## config.mk

```make
export PLATFORM = sky130hd
export DESIGN_NAME = key_matrix_debounce_rollover
export DESIGN_NICKNAME = d
export VERILOG_FILES = /design/src/hw/rtl/kmdr_pkg.sv /design/src/hw/rtl/kmdr_front.sv /design/src/hw/rtl/kmdr_cmd_fifo.sv /design/src/hw/rtl/kmdr_exec.sv /design/src/hw/rtl/kmdr_out.sv /design/src/hw/rtl/key_matrix_debounce_rollover.sv
export SDC_FILE = /design/constraint.sdc
export NUM_CORES = 2
export LEC_CHECK = 0
export ABC_AREA = 1
export BUFFER_PORTS_ARGS = -buffer_cell sky130_fd_sc_hd__buf_2
export CELL_PAD_IN_SITES_DETAIL_PLACEMENT = 1
export CELL_PAD_IN_SITES_GLOBAL_PLACEMENT = 2
export CORE_ASPECT_RATIO = 0.6
export CORE_MARGIN = 2
export CORE_UTILIZATION = 39
export CTS_CLUSTER_DIAMETER = 30
export DETAILED_ROUTE_END_ITERATION = 12
export PLACE_DENSITY = 0.81
export SYNTH_ARGS = -nofsm -noshare
export SYNTH_HDL_FRONTEND = slang
export SYNTH_SLANG_ARGS = --single-unit
```

## constraint.sdc

```tcl
create_clock -name clk -period 5.7 [get_ports clk]
set_clock_uncertainty 0.1 [all_clocks]
set_input_delay 1.14 -clock clk [delete_from_list [all_inputs] [get_ports clk]]
set_output_delay 1.14 -clock clk [all_outputs]
set_load 0.005 [all_outputs]
```

## src/hw/rtl/kmdr_pkg.sv

```systemverilog
// Shared types and constants for the key matrix scanner.
// Used by every module of the block; depends on nothing else.
`default_nettype none

package kmdr_pkg;

  // Fixed field widths
  localparam int COL_W    = 3;
  localparam int ROW_W    = 6;
  localparam int ROW_IW   = 3;
  localparam int KEY_W    = 6;
  localparam int CODE_W   = 8;
  localparam int TIMER_W  = 8;
  localparam int NUM_SLOTS = 6;
  localparam int REP_W    = NUM_SLOTS * CODE_W + CODE_W;
  localparam int IN_W     = COL_W + ROW_W + KEY_W + CODE_W + 1;

  // Release timer codes
  localparam logic [TIMER_W-1:0] TIMER_ARM  = 8'h80;
  localparam logic [TIMER_W-1:0] TIMER_FIRE = 8'h01;

  // Command queue between front and back
  localparam int CMDQ_DEPTH = 2;
  localparam int CMDQ_AW    = 1;

  typedef enum logic [1:0] {
    FN_SCAN = 2'd0,
    FN_TICK = 2'd1,
    FN_MAP  = 2'd2
  } func_t;

  typedef enum logic [1:0] {
    ST_IDLE,
    ST_EXEC,
    ST_FLUSH
  } seq_state_t;

  typedef struct packed {
    func_t              kind;
    logic [COL_W-1:0]   column;
    logic [ROW_W-1:0]   rows;
    logic [KEY_W-1:0]   key_index;
    logic [CODE_W-1:0]  usage_code;
    logic               is_mod;
  } cmd_t;

  typedef struct packed {
    logic              vld;
    logic [KEY_W-1:0]  idx;
    logic [CODE_W-1:0] code;
  } slot_t;

  typedef struct packed {
    logic             push;
    logic             last;
    logic [REP_W-1:0] data;
  } rep_push_t;

endpackage

`default_nettype wire

```

## src/hw/rtl/kmdr_front.sv

```systemverilog
// Front end: accepts input items, decodes the kind and drops items that do nothing.
// Depends on kmdr_pkg; feeds kmdr_cmd_fifo.
`default_nettype none

module kmdr_front
  import kmdr_pkg::*;
#(
  parameter int NUM_COLS = 8,
  parameter int NUM_KEYS = 48
) (
  input  wire logic            s_axis_tvalid,
  output logic                 s_axis_tready,
  input  wire logic [IN_W-1:0] s_axis_tdata,  // column, rows, key_index, usage_code, is_mod
  input  wire logic [1:0]      s_axis_tuser,  // func
  input  wire logic            fifo_full,
  output logic                 push,
  output cmd_t                 cmd
);

  logic useful;

  // Unpack the item
  always_comb begin
    cmd.kind       = func_t'(s_axis_tuser);
    cmd.column     = s_axis_tdata[COL_W-1:0];
    cmd.rows       = s_axis_tdata[COL_W +: ROW_W];
    cmd.key_index  = s_axis_tdata[COL_W+ROW_W +: KEY_W];
    cmd.usage_code = s_axis_tdata[COL_W+ROW_W+KEY_W +: CODE_W];
    cmd.is_mod     = s_axis_tdata[IN_W-1];
  end

  // Drop out-of-range scans and writes, and unused codes
  always_comb begin
    case (cmd.kind)
      FN_SCAN: useful = int'(cmd.column) < NUM_COLS;
      FN_TICK: useful = 1'b1;
      FN_MAP:  useful = int'(cmd.key_index) < NUM_KEYS;
      default: useful = 1'b0;
    endcase
  end

  assign s_axis_tready = !fifo_full;
  assign push          = s_axis_tvalid && !fifo_full && useful;

endmodule

`default_nettype wire

```

## src/hw/rtl/kmdr_cmd_fifo.sv

```systemverilog
// Two-entry command queue between the front end and the sequencer.
// Depends on kmdr_pkg.
`default_nettype none

module kmdr_cmd_fifo
  import kmdr_pkg::*;
(
  input  wire logic clk,
  input  wire logic rst,
  input  wire logic push,
  input  wire cmd_t din,
  output logic      full,
  output logic      valid,
  output cmd_t      head,
  input  wire logic pop
);

  cmd_t                 mem [CMDQ_DEPTH];
  logic [CMDQ_AW-1:0]   wptr;
  logic [CMDQ_AW-1:0]   rptr;
  logic [CMDQ_AW:0]     count;

  assign full  = count == (CMDQ_AW+1)'(CMDQ_DEPTH);
  assign valid = count != '0;
  assign head  = mem[rptr];

  // Store commands
  always_ff @(posedge clk) begin
    if (push) begin
      mem[wptr] <= din;
    end
  end

  // Advance pointers
  always_ff @(posedge clk) begin
    if (rst) begin
      wptr  <= '0;
      rptr  <= '0;
      count <= '0;
    end else begin
      if (push) begin
        wptr <= wptr + 1'b1;
      end
      if (pop) begin
        rptr <= rptr + 1'b1;
      end
      case ({push, pop})
        2'b10:   count <= count + 1'b1;
        2'b01:   count <= count - 1'b1;
        default: count <= count;
      endcase
    end
  end

endmodule

`default_nettype wire

```

## src/hw/rtl/kmdr_exec.sv

```systemverilog
// Sequencer: walks the rows of a scan or the keys of a tick, keeps key state,
// the rollover queue and modifiers, and hands reports to the output stage.
// Depends on kmdr_pkg.
`default_nettype none

module kmdr_exec
  import kmdr_pkg::*;
#(
  parameter int NUM_COLS    = 8,
  parameter int NUM_ROWS    = 6,
  parameter int NUM_KEYS    = 48,
  parameter int QUEUE_DEPTH = 6
) (
  input  wire logic clk,
  input  wire logic rst,
  input  wire logic cmd_valid,
  input  wire cmd_t cmd,
  output logic      cmd_pop,
  input  wire logic out_ready,
  output rep_push_t rep
);

  localparam int KAW = (NUM_KEYS > 1) ? $clog2(NUM_KEYS) : 1;
  localparam int CAW = (NUM_COLS > 1) ? $clog2(NUM_COLS) : 1;

  seq_state_t state, state_next;
  func_t               kind;
  logic [ROW_W-1:0]    cur;
  logic [ROW_W-1:0]    change;
  logic [KEY_W-1:0]    k, k_next;
  logic [ROW_IW-1:0]   r, r_next;
  logic [ROW_W-1:0]    prev [NUM_COLS];
  slot_t               queue [QUEUE_DEPTH];
  slot_t               q_upd [QUEUE_DEPTH];
  slot_t               q_ext [QUEUE_DEPTH+1];
  logic [CODE_W-1:0]   mods, mods_upd;
  logic                pvalid;
  logic [REP_W-1:0]    pdata;

  // Keymap and key state memories
  logic [CODE_W:0]     kmem [NUM_KEYS];
  logic [TIMER_W:0]    tmem [NUM_KEYS];
  logic [NUM_KEYS-1:0] tvld;
  logic [CODE_W:0]     km_q;
  logic [TIMER_W:0]    tm_q;
  logic                tv_q;

  logic               ent_held;
  logic [TIMER_W-1:0] ent_timer;
  logic               in_range;
  logic               act, press, expire, emit, go, last_step;
  logic [TIMER_W:0]   wdata;
  logic               key_is_mod;
  logic [CODE_W-1:0]  key_code;
  logic               found;
  logic [CODE_W-1:0]  rep_keys [NUM_SLOTS];
  logic [REP_W-1:0]   rep_word;

  // Entry read back from memory; never-written entries read as idle
  assign ent_held   = tv_q & tm_q[TIMER_W];
  assign ent_timer  = tv_q ? tm_q[TIMER_W-1:0] : '0;
  assign key_is_mod = km_q[CODE_W];
  assign key_code   = km_q[CODE_W-1:0];
  assign in_range   = int'(k) < NUM_KEYS;

  // Decide the action for the current key
  always_comb begin
    act    = 1'b0;
    press  = 1'b0;
    expire = 1'b0;
    wdata  = '0;
    if (kind == FN_TICK) begin
      act    = 1'b1;
      expire = ent_timer == TIMER_FIRE;
      wdata  = expire ? '0 : {ent_held, ent_timer >> 1};
    end else begin
      act   = change[r] && in_range;
      press = act && cur[r] && !ent_held;
      wdata = cur[r] ? {1'b1, {TIMER_W{1'b0}}} : {ent_held, TIMER_ARM};
    end
    emit      = press || expire;
    go        = !(emit && pvalid) || out_ready;
    last_step = (kind == FN_TICK) ? (k == KEY_W'(NUM_KEYS - 1))
                                  : (r == ROW_IW'(NUM_ROWS - 1));
  end

  // Queue and modifier update for a press or release
  always_comb begin
    found = 1'b0;
    for (int i = 0; i < QUEUE_DEPTH; i++) begin
      q_ext[i] = queue[i];
      q_upd[i] = queue[i];
    end
    q_ext[QUEUE_DEPTH] = '0;
    mods_upd = mods;
    if (press) begin
      if (key_is_mod) begin
        mods_upd = mods | key_code;
      end else begin
        for (int i = 1; i < QUEUE_DEPTH; i++) begin
          q_upd[i] = queue[i-1];
        end
        q_upd[0] = '{vld: 1'b1, idx: k, code: key_code};
      end
    end else if (expire) begin
      if (key_is_mod) begin
        mods_upd = mods & ~key_code;
      end else begin
        for (int i = 0; i < QUEUE_DEPTH; i++) begin
          found = found || (queue[i].vld && queue[i].idx == k);
          if (found) begin
            q_upd[i] = q_ext[i+1];
          end
        end
      end
    end
  end

  // Build the report word, newest slot lowest
  for (genvar i = 0; i < NUM_SLOTS; i++) begin : g_slot
    if (i < QUEUE_DEPTH) begin : g_used
      assign rep_keys[i] = q_upd[i].vld ? q_upd[i].code : '0;
    end else begin : g_unused
      assign rep_keys[i] = '0;
    end
    assign rep_word[i*CODE_W +: CODE_W] = rep_keys[i];
  end
  assign rep_word[REP_W-1 -: CODE_W] = mods_upd;

  // Next state
  always_comb begin
    state_next = state;
    case (state)
      ST_IDLE: begin
        if (cmd_valid && (cmd.kind == FN_SCAN || cmd.kind == FN_TICK)) begin
          state_next = ST_EXEC;
        end
      end
      ST_EXEC: begin
        if (go && last_step) begin
          state_next = ST_FLUSH;
        end
      end
      ST_FLUSH: begin
        if (!pvalid || out_ready) begin
          state_next = ST_IDLE;
        end
      end
      default: state_next = ST_IDLE;
    endcase
  end

  // Outputs and counters
  always_comb begin
    cmd_pop  = 1'b0;
    k_next   = k;
    r_next   = r;
    rep.push = 1'b0;
    rep.last = 1'b0;
    rep.data = pdata;
    case (state)
      ST_IDLE: begin
        cmd_pop = cmd_valid;
        if (cmd_valid) begin
          r_next = '0;
          if (cmd.kind == FN_SCAN) begin
            k_next = KEY_W'(int'(cmd.column) * NUM_ROWS);
          end else begin
            k_next = '0;
          end
        end
      end
      ST_EXEC: begin
        rep.push = emit && pvalid && go;
        if (go && !last_step) begin
          k_next = k + 1'b1;
          r_next = r + 1'b1;
        end
      end
      ST_FLUSH: begin
        rep.push = pvalid && out_ready;
        rep.last = 1'b1;
      end
      default: ;
    endcase
  end

  // Memory reads follow the next key index
  always_ff @(posedge clk) begin
    km_q <= kmem[KAW'(k_next)];
    tm_q <= tmem[KAW'(k_next)];
    tv_q <= tvld[KAW'(k_next)];
  end

  // Memory writes
  always_ff @(posedge clk) begin
    if (state == ST_IDLE && cmd_valid && cmd.kind == FN_MAP) begin
      kmem[KAW'(cmd.key_index)] <= {cmd.is_mod, cmd.usage_code};
    end
    if (state == ST_EXEC && go && act) begin
      tmem[KAW'(k)] <= wdata;
    end
  end

  // Command registers
  always_ff @(posedge clk) begin
    k <= k_next;
    r <= r_next;
    if (cmd_pop) begin
      kind <= cmd.kind;
      cur  <= cmd.rows;
      change <= cmd.rows ^ prev[CAW'(cmd.column)];
    end
    if (state == ST_EXEC && go && emit) begin
      pdata <= rep_word;
    end
  end

  // Control state: sequencer, key state, queue, modifiers
  always_ff @(posedge clk) begin
    if (rst) begin
      state  <= ST_IDLE;
      tvld   <= '0;
      mods   <= '0;
      pvalid <= 1'b0;
      for (int c = 0; c < NUM_COLS; c++) begin
        prev[c] <= '0;
      end
      for (int i = 0; i < QUEUE_DEPTH; i++) begin
        queue[i] <= '0;
      end
    end else begin
      state <= state_next;
      case (state)
        ST_IDLE: begin
          if (cmd_valid && cmd.kind == FN_SCAN) begin
            prev[CAW'(cmd.column)] <= cmd.rows;
          end
          // keep queued codes in step with the keymap
          if (cmd_valid && cmd.kind == FN_MAP) begin
            for (int i = 0; i < QUEUE_DEPTH; i++) begin
              if (queue[i].vld && queue[i].idx == cmd.key_index) begin
                queue[i].code <= cmd.usage_code;
              end
            end
          end
        end
        ST_EXEC: begin
          if (go && act) begin
            tvld[KAW'(k)] <= 1'b1;
          end
          if (go && emit) begin
            for (int i = 0; i < QUEUE_DEPTH; i++) begin
              queue[i] <= q_upd[i];
            end
            mods   <= mods_upd;
            pvalid <= 1'b1;
          end
        end
        ST_FLUSH: begin
          if (out_ready) begin
            pvalid <= 1'b0;
          end
        end
        default: ;
      endcase
    end
  end

endmodule

`default_nettype wire

```

## src/hw/rtl/kmdr_out.sv

```systemverilog
// Output register for reports toward the stream receiver.
// Depends on kmdr_pkg; fed by kmdr_exec.
`default_nettype none

module kmdr_out
  import kmdr_pkg::*;
(
  input  wire logic        clk,
  input  wire logic        rst,
  input  wire rep_push_t   rep,
  output logic             ready,
  output logic             m_axis_tvalid,
  input  wire logic        m_axis_tready,
  output logic [REP_W-1:0] m_axis_tdata,  // key0 .. key5, modifiers
  output logic             m_axis_tlast   // last
);

  assign ready = !m_axis_tvalid || m_axis_tready;

  // Hold a report until the receiver takes it
  always_ff @(posedge clk) begin
    if (rst) begin
      m_axis_tvalid <= 1'b0;
    end else if (ready) begin
      m_axis_tvalid <= rep.push;
    end
  end

  always_ff @(posedge clk) begin
    if (ready && rep.push) begin
      m_axis_tdata <= rep.data;
      m_axis_tlast <= rep.last;
    end
  end

endmodule

`default_nettype wire

```

## src/hw/rtl/key_matrix_debounce_rollover.sv

```systemverilog
// Keyboard matrix scanner with release debounce and six-key rollover.
// Input channel s_axis: tuser is the item kind (column scan, debounce tick,
// keymap write), tdata carries column, rows, key_index, usage_code, is_mod.
// Output channel m_axis: one report per press or release, tdata holds the
// six rollover slots (newest lowest) and the modifier byte; tlast marks the
// final report caused by an input item.
// Items pass a two-entry command queue to a sequencer that handles one item
// at a time. A keymap write is done in the idle state as it is popped; a scan
// or tick walks its rows or keys in the exec state, one key per cycle unless
// the output stalls (set by the single read port of the key state memory),
// then ends in the flush state. Each report is held one step so tlast can be
// set: it moves to the output register when the item's next report is made,
// or in the flush state for the final one. Items that do nothing (unused
// kind, column or key out of range) are taken and dropped at once.
// A report waits in the output register while the receiver stalls; the
// sequencer holds on the next report of the same item until it drains.
// Reset clears the row history, key state, rollover queue and modifiers;
// the keymap holds no defined value until written.
`default_nettype none

module key_matrix_debounce_rollover
  import kmdr_pkg::*;
#(
  parameter int NUM_COLS    = 8,
  parameter int NUM_ROWS    = 6,
  parameter int NUM_KEYS    = 48,
  parameter int QUEUE_DEPTH = 6
) (
  input  wire logic             clk,
  input  wire logic             rst,
  input  wire logic             s_axis_tvalid,
  output logic                  s_axis_tready,
  input  wire logic [IN_W-1:0]  s_axis_tdata,  // column, rows, key_index, usage_code, is_mod
  input  wire logic [1:0]       s_axis_tuser,  // func
  output logic                  m_axis_tvalid,
  input  wire logic             m_axis_tready,
  output logic [REP_W-1:0]      m_axis_tdata,  // key0, key1, key2, key3, key4, key5, modifiers
  output logic                  m_axis_tlast   // last
);

  cmd_t      front_cmd;
  cmd_t      head_cmd;
  logic      front_push;
  logic      fifo_full;
  logic      fifo_valid;
  logic      fifo_pop;
  logic      out_ready;
  rep_push_t rep;

  kmdr_front #(
    .NUM_COLS (NUM_COLS),
    .NUM_KEYS (NUM_KEYS)
  ) u_front (
    .s_axis_tvalid (s_axis_tvalid),
    .s_axis_tready (s_axis_tready),
    .s_axis_tdata  (s_axis_tdata),
    .s_axis_tuser  (s_axis_tuser),
    .fifo_full     (fifo_full),
    .push          (front_push),
    .cmd           (front_cmd)
  );

  kmdr_cmd_fifo u_fifo (
    .clk   (clk),
    .rst   (rst),
    .push  (front_push),
    .din   (front_cmd),
    .full  (fifo_full),
    .valid (fifo_valid),
    .head  (head_cmd),
    .pop   (fifo_pop)
  );

  kmdr_exec #(
    .NUM_COLS    (NUM_COLS),
    .NUM_ROWS    (NUM_ROWS),
    .NUM_KEYS    (NUM_KEYS),
    .QUEUE_DEPTH (QUEUE_DEPTH)
  ) u_exec (
    .clk       (clk),
    .rst       (rst),
    .cmd_valid (fifo_valid),
    .cmd       (head_cmd),
    .cmd_pop   (fifo_pop),
    .out_ready (out_ready),
    .rep       (rep)
  );

  kmdr_out u_out (
    .clk           (clk),
    .rst           (rst),
    .rep           (rep),
    .ready         (out_ready),
    .m_axis_tvalid (m_axis_tvalid),
    .m_axis_tready (m_axis_tready),
    .m_axis_tdata  (m_axis_tdata),
    .m_axis_tlast  (m_axis_tlast)
  );

endmodule

`default_nettype wire

```

==> impl_metrics.env <==
export IMPL_crit_chain="inv_1 -> nor2_1 -> inv_1 -> nor3_1 -> a31oi_1 -> nand2_4 -> nand2_1 -> nand3_4 -> nand2_8 -> buf_12 -> buf_4 -> nand2_1 -> nand3_1 -> nand3_1 -> nand3_1 -> nand3_1 -> nand2_1"
export IMPL_critPathLaunchType="flip-flop"
export IMPL_avgSynthCellArea_um2=11.2
export IMPL_drive_gt1_share_pct=11.8
export IMPL_wl_mm=177
export IMPL_coreArea_mm2=0.137
export IMPL_final_hold_viol_count=0
export IMPL_finalMaxSlewViolations=0
export IMPL_grt_first_pass_wirelength_mm=264
export IMPL_num_vias=39700
export IMPL_hold_class="reg -> reg"
export IMPL_die_area_mm2=0.141
export IMPL_ios=89
export IMPL_fp_row_count=105
export IMPL_numCtsBuffers=180
export IMPL_ys_types=57
export IMPL_mostFrequentLayoutCells="nand3_1 (1184), edfxtp_1 (1184), nand2_1 (1001)"
export IMPL_wl_per_cell_um=25.8
export IMPL_multi_input_area_mm2=0.0146
export IMPL_hold_buffers=0
export IMPL_clock_path_buffers=3
export IMPL_use_met1_pct=38.3
export IMPL_register_area_mm2=0.0374
export IMPL_path_clk_slew_ps=60
export IMPL_cts_tree="built"
export IMPL_end_kind="flip-flop"
export IMPL_grt_max_degree=139
export IMPL_drtIter0Drc=4675
export IMPL_fin_crit_sh_pct=86.4
export IMPL_crit_fanout=80
export IMPL_status="completed"
export IMPL_grtUsageMet2_pct=34.8
export IMPL_cp_arrival_ps=5550
export IMPL_slew_headroom_pct=13.7
export IMPL_cap_violations=0
export IMPL_drc=0
export IMPL_critPathRequiredTime_ps=6330
export IMPL_path_class="reg -> reg"
export IMPL_use_met3_pct=5.47
export IMPL_fmax_mhz=203
export IMPL_cts_setup_buffers=0
export IMPL_num_fill_cells=14500
export IMPL_yosysSeqAreaShare_pct=69.2
export IMPL_synth_edff_count=1184
export IMPL_fin_setup_tns_ps=0
export IMPL_fp_dieH_um=292
export IMPL_drtAntennaViolNets=0
export IMPL_cp_slowest_cell="buf_4"
export IMPL_antenna_found_initial=2
export IMPL_synth_flop_cell="edfxtp_1"
export IMPL_critical_path_max_stage_delay_ps=670
export IMPL_rsz0062_at_grt="false"
export IMPL_synth_yosys_warnings=0
export IMPL_synthArstFlopShare_pct=0
export IMPL_final_nets=4930
export IMPL_grt_busiest_layer="met1"
export IMPL_worst_path_most_repeated_cell="nand3_1"
export IMPL_grt_total_usage_pct=24.7
export IMPL_hpwl_mm=109
export IMPL_period_needed_ps=4920
export IMPL_worstMarginPinSlew_ps=1290
export IMPL_start_util_pct=39.4
export IMPL_cts_resized=0
export IMPL_io_buffers=88
export IMPL_root_buffer="clkbuf_16"
export IMPL_syn_area_mm2=0.0540
export IMPL_ys_ff_latch=1274
export IMPL_area_delta_synth_final_pct=16.2
export IMPL_grt_pass1_vias=40000
export IMPL_clock_sinks=1274
export IMPL_cts_max_level=4
export IMPL_viasPerCell=5.78
export IMPL_die_w_um=484
export IMPL_dr_pass1_iters=6
export IMPL_clk_latency_ps=800
export IMPL_setup_violations=0
export IMPL_gp_congestion=0.884
export IMPL_synth_nets=4861
export IMPL_overflow=0
export IMPL_synth_cells=4818
## worst max-delay path, delay by kind of cell (launching register included)
| kind | cells | cell delay [ps] |
|---|---|---|
| and+or+nand+nor | 12 | 2120 |
| buffers and inverters | 4 | 1760 |
| DFF | 1 | 360 |
| AOI/OAI and AO/OA | 1 | 420 |
## kinds of logic after synthesis
group / count (synthesis) / synth area share (%)
buffers and inverters: 504 / 3.93
adders and majority gates: 13 / 0.315
DFF: 1274 / 69.2
xor gates and xnor gates: 29 / 0.471
and+or+nand+nor: 2560 / 20.9
AOI/OAI and AO/OA: 437 / 5.10
muxes: 1 / 0.0186
## flip-flops by register name, indices dropped and copies added (netlist names), 2 cells and up, named ones only
name,count
u_exec.prev,48
u_fifo.count,2
u_exec.cur,6
u_exec.k,6
u_exec.queue,90
u_exec.mods,8
u_exec.change,6
u_exec.kind,2
u_exec.tvld,48
u_exec.state,2
u_exec.tmem,432
u_exec.r,3
u_exec.km_q,9
u_out.m_axis_tdata,56
u_exec.pdata,56
u_exec.tm_q,9
u_exec.kmem,432
u_fifo.mem,52
## worst paths after layout
check,cells past startpoint,startpoint,slack [ps],to
worst max-delay path,17,u_exec.kind[0],780,u_exec.km_q[2]
worst min-delay path,0,u_exec.pdata[29],310,u_out.m_axis_tdata[29]
worst max register to register,17,u_exec.kind[0],780,u_exec.km_q[2]
worst min register to register,0,u_exec.pdata[29],310,u_out.m_axis_tdata[29]
## metal layers
| layer | part of all wire, % | vias up |
|---|---|---|
| li1 | - | 17500 |
| met5 | 0.0073 | - |
| met2 | 42 | 1678 |
| met4 | 1.9 | 2 |
| met3 | 8.9 | 226 |
| met1 | 47 | 20300 |
## per-stage QoR
step / cells / cell area [um2] / hold slack [ps] / setup WS [ps] / utilization (%)
after floorplan: 4818 / 54000 / 300 / 289 / -
final: 6865 / 62700 / 312 / 778 / 45.8
after global placement: 6524 / 56400 / 305 / 922 / 41.2
after global routing: 6865 / 62700 / 323 / 441 / 45.8
after detailed placement: 6524 / 56400 / 305 / 819 / 41.2
after CTS: 6864 / 62700 / 317 / 775 / 45.8
## synth_stat cells (2+ instances only)
cell type	count	share of area (%)
a31oi_1	23	0.27
a21oi_1	89	0.83
inv_1	179	1.2
edfxtp_1	1184	66
ha_1	12	0.28
nand3_1	1184	11
o21ai_0	103	0.96
xnor2_1	8	0.13
a221oi_1	19	0.31
nand2_1	1011	7.0
xor2_1	21	0.34
dfxtp_1	90	3.3
a211oi_1	5	0.070
clkinv_1	5	0.035
o22ai_2	2	0.046
buf_4	11	0.15
o21a_1	48	0.67
a21boi_0	2	0.028
nand3_2	3	0.056
nand4_1	10	0.12
a22o_1	8	0.13
o21ai_1	12	0.11
nor4_1	5	0.058
a2111oi_0	8	0.13
o211ai_1	6	0.083
nor2_1	295	2.1
nand3b_1	3	0.042
nand2_2	3	0.035
inv_2	10	0.070
buf_2	144	1.3
a32o_1	2	0.037
o31ai_1	8	0.11
o21ai_2	2	0.032
clkbuf_1	117	0.81
o22ai_1	78	0.90
a22oi_1	8	0.11
o2111ai_1	3	0.049
or2_2	20	0.23
nor3_1	19	0.18
buf_1	37	0.26
o221ai_1	5	0.081
## cell type report
type                    count  area share, %
inverters                 194           1.18
multi-input cells        3040           23.4
clock buffers             201           7.39
diodes                      1        0.00399
clock inverters           139           2.68
well taps                1819           3.63
repair buffers            197           2.19
flip-flops and latches   1274           59.6
Power is not shown: default switching activity piles up to over one toggle a cycle in this logic, so the estimate is an artifact.
